### src/rtl/wti_pkg.sv
package wti_pkg;

    localparam int TABLE_DEPTH_DEF = 64;
    localparam int TIME_WIDTH_DEF  = 48;

    typedef enum logic [1:0] {
        ACT_SET = 2'd0,
        ACT_DEL = 2'd1,
        ACT_CLR = 2'd2,
        ACT_QRY = 2'd3
    } t_action;

    typedef enum logic [1:0] {
        ST_OK     = 2'd0,
        ST_BEFORE = 2'd1,
        ST_AFTER  = 2'd2,
        ST_FULL   = 2'd3
    } t_status;

    // read address sources
    typedef enum logic [2:0] {
        RSEL_IDX = 3'd0,
        RSEL_KM1 = 3'd1,
        RSEL_KP1 = 3'd2,
        RSEL_PV  = 3'd3,
        RSEL_NX  = 3'd4
    } t_rsel;

    typedef struct packed {
        logic    load_in;
        logic    idx_inc;
        logic    pos_set;
        logic    pos_eq;
        t_rsel   rd_sel;
        logic    wr_en;
        logic    wd_new;
        logic    wa_pos;
        logic    k_load_cnt;
        logic    k_load_pos;
        logic    k_dec;
        logic    k_inc;
        logic    cnt_inc;
        logic    cnt_dec;
        logic    cnt_clr;
        logic    cap_a;
        logic    cap_b;
        logic    md_start;
        logic    st_load;
        t_status st_val;
        logic    out_load;
    } t_cmd;

    typedef struct packed {
        t_action act;
        logic    scan_end;
        logic    rd_less;
        logic    rd_eq;
        logic    found;
        logic    full;
        logic    shift_more;
        logic    del_more;
        logic    nx_past;
        logic    nx_zero;
        logic    md_done;
        logic    out_free;
    } t_stat;

endpackage

### src/rtl/wti_ctrl.sv
module wti_ctrl (
    input  logic           i_clk,
    input  logic           i_rst_n,
    input  logic           i_in_valid,
    output logic           o_in_stall,
    input  wti_pkg::t_stat i_stat,
    output wti_pkg::t_cmd  o_cmd
);

    typedef enum logic [12:0] {
        S_IDLE   = 13'b0000000000001,
        S_SRD    = 13'b0000000000010,
        S_SCMP   = 13'b0000000000100,
        S_DECIDE = 13'b0000000001000,
        S_SHRD   = 13'b0000000010000,
        S_SHWR   = 13'b0000000100000,
        S_WRNEW  = 13'b0000001000000,
        S_DLRD   = 13'b0000010000000,
        S_DLWR   = 13'b0000100000000,
        S_QRD1   = 13'b0001000000000,
        S_QCAP   = 13'b0010000000000,
        S_QSTART = 13'b0100000000000,
        S_QWAIT  = 13'b1000000000000
    } t_state;

    t_state r_state, n_state;
    logic   r_done_pend, n_done_pend;

    // state register; r_done_pend marks the result-load wait
    always_ff @(posedge i_clk) begin
        if (!i_rst_n) begin
            r_state     <= S_IDLE;
            r_done_pend <= 1'b0;
        end else begin
            r_state     <= n_state;
            r_done_pend <= n_done_pend;
        end
    end

    assign o_in_stall = (r_state != S_IDLE) || r_done_pend;

    // next state and commands
    always_comb begin
        n_state     = r_state;
        n_done_pend = r_done_pend;
        o_cmd       = '0;
        o_cmd.rd_sel = wti_pkg::RSEL_IDX;
        o_cmd.st_val = wti_pkg::ST_OK;
        case (r_state)
            S_IDLE: begin
                if (r_done_pend) begin
                    if (i_stat.out_free) begin
                        o_cmd.out_load = 1'b1;
                        n_done_pend    = 1'b0;
                    end
                end else if (i_in_valid) begin
                    o_cmd.load_in = 1'b1;
                    n_state       = S_SRD;
                end
            end
            S_SRD: begin
                if (i_stat.scan_end) begin
                    o_cmd.pos_set = 1'b1;
                    n_state       = S_DECIDE;
                end else begin
                    n_state = S_SCMP;
                end
            end
            S_SCMP: begin
                if (i_stat.rd_less) begin
                    o_cmd.idx_inc = 1'b1;
                    n_state       = S_SRD;
                end else begin
                    o_cmd.pos_set = 1'b1;
                    o_cmd.pos_eq  = i_stat.rd_eq;
                    n_state       = S_DECIDE;
                end
            end
            S_DECIDE: begin
                case (i_stat.act)
                    wti_pkg::ACT_SET: begin
                        if (i_stat.found) begin
                            n_state = S_WRNEW;
                        end else if (i_stat.full) begin
                            o_cmd.st_load = 1'b1;
                            o_cmd.st_val  = wti_pkg::ST_FULL;
                            n_state       = S_IDLE;
                            n_done_pend   = 1'b1;
                        end else begin
                            o_cmd.k_load_cnt = 1'b1;
                            n_state          = S_SHRD;
                        end
                    end
                    wti_pkg::ACT_DEL: begin
                        if (i_stat.found) begin
                            o_cmd.k_load_pos = 1'b1;
                            n_state          = S_DLRD;
                        end else begin
                            n_state     = S_IDLE;
                            n_done_pend = 1'b1;
                        end
                    end
                    wti_pkg::ACT_CLR: begin
                        o_cmd.cnt_clr = 1'b1;
                        n_state       = S_IDLE;
                        n_done_pend   = 1'b1;
                    end
                    default: begin
                        if (i_stat.nx_past) begin
                            o_cmd.st_load = 1'b1;
                            o_cmd.st_val  = wti_pkg::ST_AFTER;
                            n_state       = S_IDLE;
                            n_done_pend   = 1'b1;
                        end else if (i_stat.nx_zero) begin
                            o_cmd.st_load = 1'b1;
                            o_cmd.st_val  = wti_pkg::ST_BEFORE;
                            n_state       = S_IDLE;
                            n_done_pend   = 1'b1;
                        end else begin
                            o_cmd.rd_sel = wti_pkg::RSEL_PV;
                            n_state      = S_QRD1;
                        end
                    end
                endcase
            end
            // open a gap for the new entry, top down
            S_SHRD: begin
                if (i_stat.shift_more) begin
                    o_cmd.rd_sel = wti_pkg::RSEL_KM1;
                    n_state      = S_SHWR;
                end else begin
                    n_state = S_WRNEW;
                end
            end
            S_SHWR: begin
                o_cmd.wr_en = 1'b1;
                o_cmd.k_dec = 1'b1;
                n_state     = S_SHRD;
            end
            S_WRNEW: begin
                o_cmd.wr_en   = 1'b1;
                o_cmd.wd_new  = 1'b1;
                o_cmd.wa_pos  = 1'b1;
                o_cmd.cnt_inc = !i_stat.found;
                n_state       = S_IDLE;
                n_done_pend   = 1'b1;
            end
            // close the gap of a deleted entry, bottom up
            S_DLRD: begin
                if (i_stat.del_more) begin
                    o_cmd.rd_sel = wti_pkg::RSEL_KP1;
                    n_state      = S_DLWR;
                end else begin
                    o_cmd.cnt_dec = 1'b1;
                    n_state       = S_IDLE;
                    n_done_pend   = 1'b1;
                end
            end
            S_DLWR: begin
                o_cmd.wr_en = 1'b1;
                o_cmd.k_inc = 1'b1;
                n_state     = S_DLRD;
            end
            S_QRD1: begin
                o_cmd.cap_a  = 1'b1;
                o_cmd.rd_sel = wti_pkg::RSEL_NX;
                n_state      = S_QCAP;
            end
            S_QCAP: begin
                o_cmd.cap_b = 1'b1;
                n_state     = S_QSTART;
            end
            S_QSTART: begin
                o_cmd.md_start = 1'b1;
                n_state        = S_QWAIT;
            end
            S_QWAIT: begin
                if (i_stat.md_done) begin
                    n_state     = S_IDLE;
                    n_done_pend = 1'b1;
                end
            end
            default: begin
                n_state     = S_IDLE;
                n_done_pend = 1'b0;
            end
        endcase
    end

endmodule

### config.mk
export PLATFORM = sky130hd
export DESIGN_NAME = wti_ctrl
export DESIGN_NICKNAME = d
export VERILOG_FILES = /design/src/rtl/wti_pkg.sv /design/src/rtl/wti_ctrl.sv
export SDC_FILE = /design/constraint.sdc
export NUM_CORES = 1
export LEC_CHECK = 0
export BUFFER_PORTS_ARGS = -buffer_cell sky130_fd_sc_hd__buf_2
export CORE_UTILIZATION = 33
export DETAILED_ROUTE_END_ITERATION = 16
export PLACE_DENSITY_LB_ADDON = 0.2
export SLEW_MARGIN = 10
export SYNTH_ARGS = -nofsm -noshare
export SYNTH_HDL_FRONTEND = slang
export SYNTH_SLANG_ARGS = --single-unit
### constraint.sdc
create_clock -name i_clk -period 3.8 [get_ports i_clk]
set_input_delay 0.38 -clock i_clk [delete_from_list [all_inputs] [get_ports i_clk]]
set_output_delay 0.38 -clock i_clk [all_outputs]
set_load 0.1 [all_outputs]
==> results.tsv <==
metric	value	unit
grtUsageTotal	19.52	%
fin_tns_setup	0	ps
wl	3.485	mm
finalWorstSetupSlack	641.2	ps
final.setup_skew	8.250	ps
cp-start-kind	flop	
critPathKind	flop to output pin	
num-nets-final	203	
yosys.area.top_type	dfxtp_1	
synth_seq_cells	14	
synthesis.area	1175	sq um
multi_input_area	807.0	sq um
post_cts_buffers	0	
cts.sinks	14	
die_h	61.67	microns
required	3420	ps
dpl_cell_area	1368	sq um
gr-total-overflow	0	
final_util	41.74	%
crit_path_end_kind	output pin	
maxCapViolCount	0	
finalSetupViolations	0	
clockRootBuffer	clkbuf_4	
hold_class	input pin to flop	
die_area	3803	sq um
drc	0	
yosys_warnings	0	
cts_tree	done	
die_w	61.67	microns
design_area	1404	sq um
clock_path_buffers	2	
cts_hold_buf	0	
total_leakage_power	0.6568	nW
hold_ws	276.1	ps
syn_area_per_cell	7.436	sq um
grt_setup_unrepaired	false	
status	completed	
grt_pass1_vias	1111	
final_antenna_net_count	0	
area_growth	19.49	%
gp_congestion	0.9150	
finalMaxSlewViolations	0	
crit_arrival	2780	ps
place_inst	228	
final_hold_viol_count	0	
finalCriticalPeriod	3159	ps
numCtsBuffers	3	
seqCellArea	280.3	sq um
tightest_slew	584.9	ps
dp_slack	944.9	ps
synth_top_area_share	23.86	%
maxSlewHeadroom	60.65	%
synth_edf_count	0	
synth_cell_types	48	
initial_utilization	34.93	%
first_iter_violations	68	
p_total	747.1	uW
io_pins	41	
synthCells	158	
fmax	316.6	MHz
clock_latency	280	ps
fin_crit_sh	83.13	%
wl_per_cell	15.02	microns
synth-main-ff-cell	dfxtp_1	
drive_above_1_share	31.72	%
htree_num_levels	1	
via_per_inst	5.629	
grt_pass1_wl	5.347	mm
power.density	532.2	nW/um^2
async_flop_share	0	%
io_buffers	40	
n_fill_cell	370	
core_area	3363	sq um
vias	1306	
cts_resized	0	
drt-pass1-iter-count	4	
yosys-top-cells-area	dfxtp_1 24%, nor2_1 5.8%, nand2_1 4.8%	
peakVddDrop	0.0001840	V
synth_seq_area_share	23.86	%
cp_max_fo	10	
syn-num-nets	174	
n_antenna_cell	0	
grt_max_degree	14	
path_clk_slew	80	ps
hpwlAfterDp	2.771	mm
fin_cells	232	
rows	21	
antenna_found_initial	0	
per-layer routing:
layer	vias up	global-route usage [%]	wire length, microns
li1	650	-	-
met1	599	25.60	1513
met2	49	31.34	1653
met3	8	4.622	226
met4	0	6.667	91
met5	-	0	0
where the power goes:
part / switching [mW] / internal (mW)
Combinational: 0.306 / 0.125
Clock: 0.0503 / 0.0583
Sequential: 0.0428 / 0.164
cell families after synthesis:
family | Yosys count | synth area share (%)
and+or+nand+nor | 90 | 45.58
xor gates and xnor gates | 5 | 3.727
DFF | 14 | 23.86
buffers and inverters | 22 | 8.838
AOI/OAI and AO/OA | 27 | 18.00
final cells by class:
type                            count  share of cell area [%]
Multi-Input combinational cell    122                   57.49
Clock buffer                        4                   2.585
Inverter                            6                   1.604
Timing Repair Buffer               40                   14.26
Sequential cell                    14                   19.96
Tap cell                           46                   4.100
worst paths after layout:
check / endpoint / slack, ps / startpoint / cells past startpoint
worst min-delay path: r_state[2] / 280 / i_stat[10] / 2
worst min register to register: r_state[5] / 610 / r_state[4] / 2
worst max-delay path: o_cmd[13] / 640 / r_state[3] / 4
worst max register to register: r_state[0] / 1160 / r_state[0] / 5
sequential cells by signal, indices dropped and copies added (netlist names):
register     cells
r_done_pend      1
r_state         13
worst max-delay path, cell delays in order, from the launching register on:
cell     delay, ps
dfxtp_1        530
or4b_2         670
or4_1          570
nor3b_2        270
buf_2          470
Yosys cell counts, types with 2 or more instances:
master	number
and4b_1	2
nand3b_1	3
nand2_1	15
dfxtp_1	14
clkbuf_1	10
or4_1	4
nor2_1	18
nor2b_1	2
nand3_1	6
nor3_1	10
o32a_1	2
or4b_2	3
nor3b_1	4
and3_1	3
o32ai_1	2
o21ai_0	7
inv_1	6
nor4_1	8
a21oi_1	3
o21ba_2	2
xor2_1	4
buf_6	2
nand4_1	3
cells in the final DEF, fill, tap and decap left out, types with 3 or more instances in the layout:
cell type,n
nand4_1,3
or4_1,4
dfxtp_1,14
nor2_1,18
nor3b_2,3
o21ai_0,7
inv_1,6
a21oi_1,3
or4b_2,3
and3_1,3
nand2_1,15
buf_2,40
nor4_1,8
nand3_1,6
nand3b_1,3
clkbuf_4,3
nor3_1,10
xor2_1,4
(Power assumes the default switching activity.)
